**src/design/rlel_pkg.sv**
```systemverilog
// Shared types and constants for the run-length coded RGB565 layer decoder.
// Used by rlel_core and by the top level rle_rgb565_layer_decode; no dependencies.
package rlel_pkg;

  // One byte of the coded layer stream.
  typedef struct packed {
    logic [7:0] data_byte;
    logic       layer_start;
  } in_item_t;

  // One decoded result: a pixel write, an end-of-layer marker, or both.
  typedef struct packed {
    logic        pixel_valid;
    logic [23:0] pixel_address;
    logic [7:0]  blue;
    logic [7:0]  green;
    logic [7:0]  red;
    logic        layer_done;
  } out_item_t;

  // Configuration register indexes.
  typedef enum logic [0:0] {
    REG_LAYER_BASE = 1'b0,
    REG_LINE_PITCH = 1'b1
  } cfg_reg_t;

  // Decoder phases.
  typedef enum logic [2:0] {
    PH_DONE    = 3'd0,
    PH_HEADER  = 3'd1,
    PH_CONTROL = 3'd2,
    PH_PIX_LO  = 3'd3,
    PH_PIX_HI  = 3'd4
  } phase_t;

  localparam int unsigned BASE_WIDTH  = 24;
  localparam int unsigned PITCH_WIDTH = 13;
  localparam int unsigned CFG_WIDTH   = 24;

  // Control byte codes and header layout.
  localparam logic [7:0] CTRL_NEW_LINE_A = 8'h00;
  localparam logic [7:0] CTRL_NEW_LINE_B = 8'h80;
  localparam logic [3:0] HEADER_SIZE_BYTES = 4'd4;
  localparam logic [3:0] HEADER_LAST       = 4'd15;

endpackage

```
**src/design/rlel_core.sv**
```systemverilog
// Decoder state and combinational next-state logic for the RLE RGB565 layer decoder.
// Depends on rlel_pkg; instantiated by rle_rgb565_layer_decode.
module rlel_core #(
  parameter int ADDR_BITS = 24
) (
  input  logic                                   clk,
  input  logic                                   rst,
  input  logic                                   step,
  input  rlel_pkg::in_item_t                     item,
  input  logic [rlel_pkg::BASE_WIDTH-1:0]        layer_base_address,
  input  logic [rlel_pkg::PITCH_WIDTH-1:0]       line_pitch,
  output logic                                   res_valid,
  output rlel_pkg::out_item_t                    res
);

  rlel_pkg::phase_t       phase, phase_eff, phase_next;
  logic [3:0]             header_index, hidx_eff, hidx_next;
  logic [31:0]            remaining_size, size_eff, size_next;
  logic [6:0]             run_left, run_eff, run_next;
  logic [7:0]             low_half, low_eff, low_next;
  logic [ADDR_BITS-1:0]   row_base, row_eff, row_next;
  logic [ADDR_BITS-1:0]   write_pointer, wp_eff, wp_next;
  logic [ADDR_BITS-1:0]   base_wrapped;
  logic [31:0]            base_ext;
  logic [31:0]            addr_ext;
  logic [15:0]            pixel_word;
  logic [7:0]             dbyte;

  function automatic logic size_positive(input logic [31:0] size);
    return (size != 32'd0) && !size[31];
  endfunction

  assign dbyte        = item.data_byte;
  assign base_ext     = 32'(layer_base_address);
  assign base_wrapped = base_ext[ADDR_BITS-1:0];

  // A layer start overrides whatever state is held and makes this byte header byte 0.
  always_comb begin
    phase_eff = phase;
    hidx_eff  = header_index;
    size_eff  = remaining_size;
    run_eff   = run_left;
    low_eff   = low_half;
    row_eff   = row_base;
    wp_eff    = write_pointer;
    if (item.layer_start) begin
      phase_eff = rlel_pkg::PH_HEADER;
      hidx_eff  = 4'd0;
      size_eff  = 32'd0;
      run_eff   = 7'd0;
      low_eff   = 8'd0;
      row_eff   = base_wrapped;
      wp_eff    = base_wrapped;
    end
  end

  // Next state.
  always_comb begin
    phase_next = phase_eff;
    hidx_next  = hidx_eff;
    size_next  = size_eff;
    run_next   = run_eff;
    low_next   = low_eff;
    row_next   = row_eff;
    wp_next    = wp_eff;
    unique case (phase_eff)
      rlel_pkg::PH_HEADER: begin
        if (hidx_eff < rlel_pkg::HEADER_SIZE_BYTES) begin
          size_next = size_eff | (32'(dbyte) << {hidx_eff[1:0], 3'b000});
        end
        if (hidx_eff == rlel_pkg::HEADER_LAST) begin
          hidx_next  = 4'd0;
          phase_next = size_positive(size_eff) ? rlel_pkg::PH_CONTROL : rlel_pkg::PH_DONE;
        end else begin
          hidx_next = hidx_eff + 4'd1;
        end
      end
      rlel_pkg::PH_CONTROL: begin
        priority if (dbyte == rlel_pkg::CTRL_NEW_LINE_A ||
                     dbyte == rlel_pkg::CTRL_NEW_LINE_B) begin
          row_next  = row_eff + ADDR_BITS'(line_pitch);
          wp_next   = row_next;
          size_next = size_eff - 32'd1;
          if (!size_positive(size_next)) begin
            phase_next = rlel_pkg::PH_DONE;
          end
        end else if (dbyte[7]) begin
          // Run byte: the whole run is charged against the size up front.
          run_next   = dbyte[6:0];
          size_next  = size_eff - 32'({dbyte[6:0], 1'b1});
          phase_next = rlel_pkg::PH_PIX_LO;
        end else begin
          wp_next   = wp_eff + ADDR_BITS'(dbyte);
          size_next = size_eff - 32'd1;
          if (!size_positive(size_next)) begin
            phase_next = rlel_pkg::PH_DONE;
          end
        end
      end
      rlel_pkg::PH_PIX_LO: begin
        low_next   = dbyte;
        phase_next = rlel_pkg::PH_PIX_HI;
      end
      rlel_pkg::PH_PIX_HI: begin
        wp_next  = wp_eff + ADDR_BITS'(1);
        run_next = run_eff - 7'd1;
        priority if (run_next != 7'd0) begin
          phase_next = rlel_pkg::PH_PIX_LO;
        end else if (size_positive(size_eff)) begin
          phase_next = rlel_pkg::PH_CONTROL;
        end else begin
          phase_next = rlel_pkg::PH_DONE;
        end
      end
      rlel_pkg::PH_DONE: begin
        phase_next = rlel_pkg::PH_DONE;
      end
      default: begin
        phase_next = rlel_pkg::PH_DONE;
      end
    endcase
  end

  // Result for this byte.
  assign pixel_word = {dbyte, low_eff};
  assign addr_ext   = 32'(wp_eff);

  always_comb begin
    res_valid = 1'b0;
    res       = '0;
    unique case (phase_eff)
      rlel_pkg::PH_HEADER: begin
        if (hidx_eff == rlel_pkg::HEADER_LAST && !size_positive(size_eff)) begin
          res_valid      = step;
          res.layer_done = 1'b1;
        end
      end
      rlel_pkg::PH_CONTROL: begin
        if (!dbyte[7] || dbyte == rlel_pkg::CTRL_NEW_LINE_B) begin
          if (!size_positive(size_next)) begin
            res_valid      = step;
            res.layer_done = 1'b1;
          end
        end
      end
      rlel_pkg::PH_PIX_HI: begin
        res_valid         = step;
        res.pixel_valid   = 1'b1;
        res.pixel_address = addr_ext[23:0];
        res.blue          = {pixel_word[4:0], 3'b000};
        res.green         = {pixel_word[10:5], 2'b00};
        res.red           = {pixel_word[15:11], 3'b000};
        res.layer_done    = (run_eff == 7'd1) && !size_positive(size_eff);
      end
      default: begin
        res_valid = 1'b0;
      end
    endcase
  end

  always_ff @(posedge clk) begin
    if (rst) begin
      phase          <= rlel_pkg::PH_DONE;
      header_index   <= 4'd0;
      remaining_size <= 32'd0;
      run_left       <= 7'd0;
      low_half       <= 8'd0;
      row_base       <= '0;
      write_pointer  <= '0;
    end else if (step) begin
      phase          <= phase_next;
      header_index   <= hidx_next;
      remaining_size <= size_next;
      run_left       <= run_next;
      low_half       <= low_next;
      row_base       <= row_next;
      write_pointer  <= wp_next;
    end
  end

`ifndef ASSERT_OFF
  // An end-only marker never carries pixel data.
  a_end_marker_clean: assert property (@(posedge clk) disable iff (rst)
    res_valid && !res.pixel_valid |-> res.layer_done && res.pixel_address == 24'd0)
    else $error("end marker carries pixel data");

  // Once the layer is finished, bytes without a layer start produce nothing.
  a_done_is_silent: assert property (@(posedge clk) disable iff (rst)
    step && phase == rlel_pkg::PH_DONE && !item.layer_start |-> !res_valid)
    else $error("result produced after layer end");

  // While inside a run, at least one pixel is still owed.
  a_run_nonzero: assert property (@(posedge clk) disable iff (rst)
    phase == rlel_pkg::PH_PIX_LO || phase == rlel_pkg::PH_PIX_HI |-> run_left != 7'd0)
    else $error("pixel phase with empty run");

  // The header counter only moves while the header is being read.
  a_header_idx_scope: assert property (@(posedge clk) disable iff (rst)
    header_index != 4'd0 |-> phase == rlel_pkg::PH_HEADER)
    else $error("header index nonzero outside header");
`endif

endmodule

```
**src/design/rle_rgb565_layer_decode.sv**
```systemverilog
// Top level of the run-length coded RGB565 layer decoder: ports, configuration
// registers and the output register. Depends on rlel_pkg and rlel_core.
//
// The block takes a coded image layer one byte per item and emits pixel writes.
// A layer begins with a byte marked layer_start, which is header byte 0 of a
// 16-byte header whose first four bytes are a little-endian signed size. Control
// bytes follow: 0x00 or 0x80 opens a new scanline at the previous line start
// plus line_pitch, 0x01..0x7f skips that many pixels, and 0x81..0xff introduces
// (byte & 0x7f) two-byte RGB565 pixels, low byte first. Each pixel comes out as
// one item with its frame address and blue, green and red widened to eight
// bits. The layer ends when the running size reaches zero or below; the last
// pixel then carries layer_done, or, if a control byte or the header ends the
// layer, an item with only layer_done set is sent. Bytes after the end are
// dropped until the next layer_start, and a layer_start at any time restarts.
// The base address is taken when a layer starts; the user must write the
// configuration only while the block is idle, which the block does not enforce.
// Internal addresses are ADDR_BITS wide and wrap at that width; pixel_address
// shows the low 24 bits. Rate: one byte per clock cycle while the output is not
// stalled. Every byte updates the decoder state and the result lands in one output
// register; while that register holds an item that is not yet taken, in_ready follows
// out_ready, so a byte is accepted in the same cycle that the held item leaves.
module rle_rgb565_layer_decode #(
  parameter int ADDR_BITS = 24
) (
  input  logic                                clk,
  input  logic                                rst,
  input  logic                                in_valid,
  output logic                                in_ready,
  input  rlel_pkg::in_item_t                  in_data,
  output logic                                out_valid,
  input  logic                                out_ready,
  output rlel_pkg::out_item_t                 out_data,
  input  logic                                cfg_we,
  input  rlel_pkg::cfg_reg_t                  cfg_index,
  input  logic [rlel_pkg::CFG_WIDTH-1:0]      cfg_data
);

  logic [rlel_pkg::BASE_WIDTH-1:0]  layer_base_address;
  logic [rlel_pkg::PITCH_WIDTH-1:0] line_pitch;
  logic                             in_accept;
  logic                             res_valid;
  rlel_pkg::out_item_t              res;

  // Configuration registers: plain writes, no read-back.
  always_ff @(posedge clk) begin
    if (rst) begin
      layer_base_address <= '0;
      line_pitch         <= rlel_pkg::PITCH_WIDTH'(1);
    end else if (cfg_we) begin
      unique case (cfg_index)
        rlel_pkg::REG_LAYER_BASE: layer_base_address <= cfg_data[rlel_pkg::BASE_WIDTH-1:0];
        rlel_pkg::REG_LINE_PITCH: line_pitch         <= cfg_data[rlel_pkg::PITCH_WIDTH-1:0];
      endcase
    end
  end

  // A new byte can enter whenever the output register is empty or being emptied.
  assign in_ready  = !out_valid || out_ready;
  assign in_accept = in_valid && in_ready;

  rlel_core #(
    .ADDR_BITS (ADDR_BITS)
  ) u_core (
    .clk                (clk),
    .rst                (rst),
    .step               (in_accept),
    .item               (in_data),
    .layer_base_address (layer_base_address),
    .line_pitch         (line_pitch),
    .res_valid          (res_valid),
    .res                (res)
  );

  // Output register. Bytes that produce no result simply let a taken item go.
  always_ff @(posedge clk) begin
    if (rst) begin
      out_valid <= 1'b0;
    end else if (res_valid) begin
      out_valid <= 1'b1;
    end else if (out_ready) begin
      out_valid <= 1'b0;
    end
  end

  always_ff @(posedge clk) begin
    if (res_valid) begin
      out_data <= res;
    end
  end

endmodule

```
**config.mk**
```make
export PLATFORM = sky130hd
export DESIGN_NAME = rle_rgb565_layer_decode
export DESIGN_NICKNAME = d
export VERILOG_FILES = /design/src/design/rlel_pkg.sv /design/src/design/rlel_core.sv /design/src/design/rle_rgb565_layer_decode.sv
export SDC_FILE = /design/constraint.sdc
export NUM_CORES = 1
export LEC_CHECK = 0
export ABC_AREA = 1
export BUFFER_PORTS_ARGS = -buffer_cell sky130_fd_sc_hd__buf_2
export CAP_MARGIN = 10
export CORE_MARGIN = 1.5
export CORE_UTILIZATION = 30
export DETAILED_ROUTE_END_ITERATION = 8
export GPL_TIMING_DRIVEN = 0
export PLACE_DENSITY = 0.45
export SLEW_MARGIN = 20
export SYNTH_ARGS = -nofsm -noshare
export SYNTH_HDL_FRONTEND = slang
export SYNTH_SLANG_ARGS = --single-unit
export TNS_END_PERCENT = 30
```
**constraint.sdc**
```tcl
create_clock -name clk -period 4.11 [get_ports clk]
set_clock_uncertainty 0.1 [all_clocks]
set_input_delay 0.2055 -clock clk [delete_from_list [all_inputs] [get_ports clk]]
set_output_delay 0.2055 -clock clk [all_outputs]
set_load 0.02 [all_outputs]
```
Yosys cells after proc, flatten, opt, wreduce, memory -nomap -nowiden --
Index checks and enable logic that the tools add are counted.
Word-level totals: input port bits 39, register bits after elaboration 190, output and inout bits 52, word-level logic and storage cells 100
Operators by class: add/subtract/negate cells 7, eq/ne operators 7, $lt $le $gt $ge 1, muxes and demuxes 40, bitwise logic cells 2, reductions and logical operators 23, shift operators 1
Operators by type and width (number):
- 24-bit 2-to-1 mux | 6
- 32-bit 2-to-1 mux | 4
- 32-bit nonzero test | 3
- 32-bit case mux with 2 select lines | 1
- 49-bit 2-to-1 mux | 1
- 24-bit case mux with 2 select lines | 1
- 32-bit bitwise OR | 1
- 8-bit by 5-bit left shift with 32-bit output | 1
- 32-bit by 1-bit subtractor with 32-bit output (second input constant) | 1
- 32-bit by 8-bit subtractor with 32-bit output | 1
- 24-bit by 1-bit adder with 24-bit output (second input constant) | 1
- 24-bit by 13-bit adder with 24-bit output | 1
- 24-bit by 8-bit adder with 24-bit output | 1
- 7-bit 2-to-1 mux | 3
- 3-bit 2-to-1 mux | 6
- 8-bit 2-to-1 mux | 2
- 7-bit case mux with 2 select lines | 1
- 4-bit 2-to-1 mux | 3
- 3-bit case mux with 4 select lines | 1
- 8-bit equality test (second input constant) | 1
- 8-bit logical NOT | 1
- 1-bit 2-to-1 mux | 8
- 7-bit by 1-bit equality test with 1-bit output (second input constant) | 1
- 7-bit nonzero test | 1
- other kinds (15) | 30

Depth between registers and ports, before layout --
depth in word-level cells 11, mapped depth 27, depth with buffers taken out 25

By module --
Synthesis repeated with hierarchy kept, for this count alone.
Unflattened totals: cell total of the unflattened synthesis 2202, area total of the unflattened synthesis 13925.9 um2
By module, submodules not included:
- rlel_core | cells each 1932, instances 1, sequential area each 2042.0 um2, area an instance 10874.2 um2
- rle_rgb565_layer_decode | cells each 270, instances 1, sequential area each 2262.2 um2, area an instance 3051.7 um2

Worst setup path after synthesis --
No wires, ideal clock.
path type input port to flip-flop, start point in in_data[0] (netlist name), end point reg u_core.write_pointer[23], required time 3894 ps, path buffers 6, arrival 3438 ps, library setup time 116 ps, path slack 456 ps, cell stages on the path 27, cells stage by stage inv_2 > buf_6 > buf_12 > buf_6 > buf_2 > buf_2 > buf_1 > a21oi_1 > inv_1 > ha_1 > nand3_1 > nand2_1 > inv_1 > o21a_1 > inv_1 > nand2_1 > nand2_1 > a21boi_0 > o21ai_0 > nand2_1 > nor2_1 > nand2_1 > xnor2_1 > nand2_1 > nand4_1 > o211ai_1 > inv_1
Between the ends: longest elaborated chain between the ends 5, elaborated cells between the ends (all ways) 11, those cells by class add/sub (3); eq/ne (2); mux (6)
Ends and longest elaborated chain:
- start: declaration | line rle_rgb565_layer_decode.sv:29 | input rlel_pkg::in_item_t in_data,
- 24-bit 2-to-1 mux | line rlel_core.sv:46 | if (item.layer_start) begin
- 24-bit by 8-bit adder with 24-bit output | line rlel_core.sv:93 | wp_next = wp_eff + ADDR_BITS'(dbyte);
- 24-bit 2-to-1 mux | line rlel_core.sv:87 | end else if (dbyte[7]) begin
- 24-bit 2-to-1 mux | line rlel_core.sv:79 | priority if (dbyte == rlel_pkg::CTRL_NEW_LINE_A ||
- 24-bit case mux with 2 select lines (*) | line rlel_core.sv:66 | unique case (phase_eff)
- end signal: assignment | line rlel_core.sv:177 | write_pointer <= wp_next;
- end: declaration | line rlel_core.sv:22 | logic [ADDR_BITS-1:0] write_pointer, wp_eff, wp_next;
Mark *: on every way between the ends. The rest lies on a longest branch, timed or not. A chain may end at the register's enable or synchronous reset.

Final worst setup path --
start point reg u_core.phase[2], end point reg out_data[0] (netlist name), enable pin
Between the ends: longest elaborated chain between the ends 8, elaborated cells between the ends (all ways) 11, those cells by class eq/ne (3); mux (5); reduce/logical (3)
Ends and longest elaborated chain:
- start: declaration | line rlel_core.sv:16 | rlel_pkg::phase_t phase, phase_eff, phase_next;
- start signal: assignment | line rlel_core.sv:163 | phase <= rlel_pkg::PH_DONE;
- start signal: assignment | line rlel_core.sv:171 | phase <= phase_next;
- 3-bit 2-to-1 mux (*) | line rlel_core.sv:46
- 3-bit by 2-bit equality test with 1-bit output or 3-bit by 1-bit equality test with 1-bit output (tied branches) | line rlel_core.sv:66, rlel_core.sv:131
- 32-bit case mux with 2 select lines | line rlel_core.sv:66
- 32-bit nonzero test or 1-bit logical NOT (tied branches) | line rlel_core.sv:30 | return (size != 32'd0) && !size[31];
- 1-bit logical AND | line rlel_core.sv:30
- 1-bit 2-to-1 mux | line rlel_core.sv:140 | if (!size_positive(size_next)) begin
- 1-bit 2-to-1 mux | line rlel_core.sv:139 | if (!dbyte[7] || dbyte == rlel_pkg::CTRL_NEW_LINE_B) begin
- 1-bit case mux with 3 select lines (*) | line rlel_core.sv:131 | unique case (phase_eff)
- net res_valid | line rle_rgb565_layer_decode.sv:41 | logic res_valid;
- end signal: assignment | line rle_rgb565_layer_decode.sv:87 | out_data <= res;
- end: declaration | line rle_rgb565_layer_decode.sv:32 | output rlel_pkg::out_item_t out_data,
Mark *: on every way through the listed nets, which the timed path passes. The rest lies on a longest branch.

==> results.txt <==
outcome -> finished clean
TritonCTS Buffers -> 17
die area -> 45,500 um^2
Total Routing Usage GR -> 26.5%
number of cells on the critical path -> 20
num ports -> 91
PD cells -> 312 nW/um^2
total negative slack -> 0 ps
Overflow after GRT -> 0
arrival time at the worst endpoint -> 4000 ps
FMAX -> 255 MHz
post-CTS setup buffer count -> 0
Reg area -> 4060 um^2
Tcrit/Tclk final -> 95.5%
pre-CTS worst setup slack -> -1040 ps
Synth Flop Type -> dfxtp_1
non-filler cells, final -> 2,811
largest net degree at the start of global routing -> 33
Max Cap Viol -> 0
CP Launch Type -> register
Buffers & Inverters on Critical Path -> 5
FF-to-FF End -> out_data[0]$_DFFE_PP_
worst setup path category -> reg2reg
CTS tree -> built
number of flops mapped to enable cells by yosys -> 42
worst min path class -> in2reg
slowest CP cell -> dfxtp_1
synthesized area -> 13,300 um^2
initial antenna violation count -> 0
synth unique cells -> 58
r2r startpoint -> u_core.phase[2]$_SDFFE_PP0P_
H-tree levels -> 4
post-synthesis register bit count -> 182
Worst Path Max Fanout -> 32
RSZ-0062 raised after global routing -> false
DRT iter0 DRCs -> 1,432
setup violation total in the final timing report -> 0
LEAKAGE -> 7.33 nW
post-route setup slack -> 185 ps
FP Rows -> 76
Final Hold Viols -> 0
cell family with most CP delay -> simple AND/OR/NAND/NOR gates
share of cells above drive strength 1 -> 10.2%
post-route ant nets -> 0
Crit. End Element -> register
slew margin rel. -> 32.0%
vias post-DR -> 14,904
clock tree sinks -> 182
Longest Clk Path Bufs -> 2
Die Width -> 213 um
area of the core -> 43,400 um^2
hpwl dp -> 45,400 um
placed cell count -> 2,747
post-layout min period -> 3920 ps
GPL Wtd Cong -> 0.955
measured slew at the worst slew-check pin -> 1020 ps
maximum vdd drop -> 0.461 mV
Mapped Cells -> 2,073
clk root buf -> clkbuf_16
Routed WL -> 59,400 um
WL/cell -> 21.1 um
nets@finish -> 2,281
Vias/cell -> 5.30
worst r2r path cells -> 20
crit path from -> u_core.phase[2]$_SDFFE_PP0P_
area delta synth->final -> 16.0%
Die Height -> 213 um
synthesized area per cell -> 6.40 um^2
Setup crit end -> out_data[0]$_DFFE_PP_
drt first pass iters -> 8
worst skew pair latency -> 490 ps
sequential fraction of the synthesis area -> 30.6%
most common cell after layout, fill and taps aside -> nand2_1
# DRC -> 0
Clk pin slew, worst setup/hold paths -> 80 ps
initial cell density of the core -> 30.6%
most frequent cells in the layout -> nand2_1, nor2_1, inv_1, o21ai_0
first-pass GRT wire length -> 88,100 um
worst path required time -> 4190 ps
final core utilization -> 35.5%
fill count -> 4,918
area of the multi-input gates -> 7750 um^2
Syn. warnings -> 0
fraction of registers with async set/reset -> 0%
vias in the first global route -> 13,992
R2R setup slack -> 190 ps
CP max stage delay -> 460 ps
Most Frequent Cell on Critical Path -> nand2_1
max-slew violation count -> 0
CP Cell Sequence -> inv_1, nor2_1, nor2_1, nand2_1, inv_1, clkbuf_1, a32oi_1, nand2_1, nor2_1, nand3_1, nor2_1, nand4_1, nor2_1, nand2_1, nand2_1, nand2_1, nand2_1, nand2_1, clkinv_4, buf_12
IO buf count -> 81
synthesized netlist by cell type (28+ instances only):
master / n / area, um^2
a21oi_1: 141 / 706
clkbuf_1: 58 / 218
dfxtp_1: 140 / 2800
edfxtp_1: 42 / 1260
ha_1: 28 / 350
inv_1: 260 / 976
nand2_1: 473 / 1780
nand3_1: 133 / 666
nand4_1: 33 / 206
nor2_1: 271 / 1020
nor3_1: 33 / 165
o211ai_1: 32 / 240
o21ai_0: 161 / 806
xor2_1: 30 / 263
through the flow:
| step | area (um^2) | hold slack (ps) | total power [mW] |
|---|---|---|---|
| global placement | 14400 | 326 | 3.08 |
| global route | 15400 | 20.6 | 5.03 |
| detailed placement | 14500 | 333 | 3.08 |
| finish | 15400 | 31.4 | 4.80 |
| floorplan | 13300 | 219 | 2.72 |
| CTS | 15400 | 5.47 | 4.82 |
power by group:
part | total (mW) | leakage (nW) | internal (mW) | switching, mW
combinational | 1.15 | 5.57 | 0.350 | 0.803
clock | 1.71 | 0.275 | 0.898 | 0.813
sequential | 1.94 | 1.48 | 1.90 | 0.0445
total | 4.80 | 7.33 | 3.14 | 1.66
kinds of logic after synthesis:
kind of cell	after synthesis	synth area share (%)
DFF	182	30.6
adders and majority gates	30	2.94
buffers and inverters	367	11.4
xor gates and xnor gates	37	2.44
AOI/OAI and AO/OA	434	18.9
and+or+nand+nor	1022	33.7
other	1	0.0283
cell type report:
| type | count | share of cell area [%] |
|---|---|---|
| Antenna cell | 1 | 0.0163 |
| Buffer | 97 | 3.24 |
| Clock buffer | 18 | 2.79 |
| Clock inverter | 14 | 0.967 |
| Inverter | 269 | 6.59 |
| Multi-Input combinational cell | 1531 | 50.4 |
| Sequential cell | 182 | 26.4 |
| Tap cell | 585 | 4.76 |
| Timing Repair Buffer | 114 | 4.85 |
tightest hold or removal path, delay by kind of cell:
kind	cells	cell delay, ps
compound gates	2	120
buf+inv	2	250
metal layers:
| layer | up-vias | global-route usage [%] | part of all wire (%) |
|---|---|---|---|
| met2 | 628 | 42.5 | 45 |
| met3 | 99 | 3.62 | 6.4 |
| met1 | 7049 | 36.0 | 45 |
| li1 | 7128 | - | - |
| met5 | - | 0 | 0 |
| met4 | 0 | 10.2 | 3.1 |
repair_timing:
item	CTS	global route
gates resized for setup	3	13
pin swaps	0	0
setup endpoints to repair	16	41
hold endpoints to repair	45	0
hold buffers	32	0
worst min path at each step:
stage                     cells after the start                               endpoint          from  slack (ps)
after CTS                                     4  u_core.remaining_size[2]$_SDFFE_PP0P_           rst           5
after detailed placement                      3    layer_base_address[23]$_SDFFE_PP0P_  cfg_data[23]         330
after global routing                          4  u_core.remaining_size[2]$_SDFFE_PP0P_           rst          20
final                                         4  u_core.remaining_size[2]$_SDFFE_PP0P_           rst          30
after floorplan                               2             line_pitch[0]$_SDFFE_PP1P_   cfg_data[0]         220
after global placement                        3    layer_base_address[19]$_SDFFE_PP0P_  cfg_data[19]         330
sequential cells by signal (all words and copies together), names as in the netlist:
name	count
line_pitch	13
u_core.header_index	4
u_core.run_left	7
u_core.row_base	24
u_core.remaining_size	32
u_core.phase	3
out_valid	1
out_data	42
layer_base_address	24
u_core.low_half	8
u_core.write_pointer	24
(Power assumes the default switching activity.)
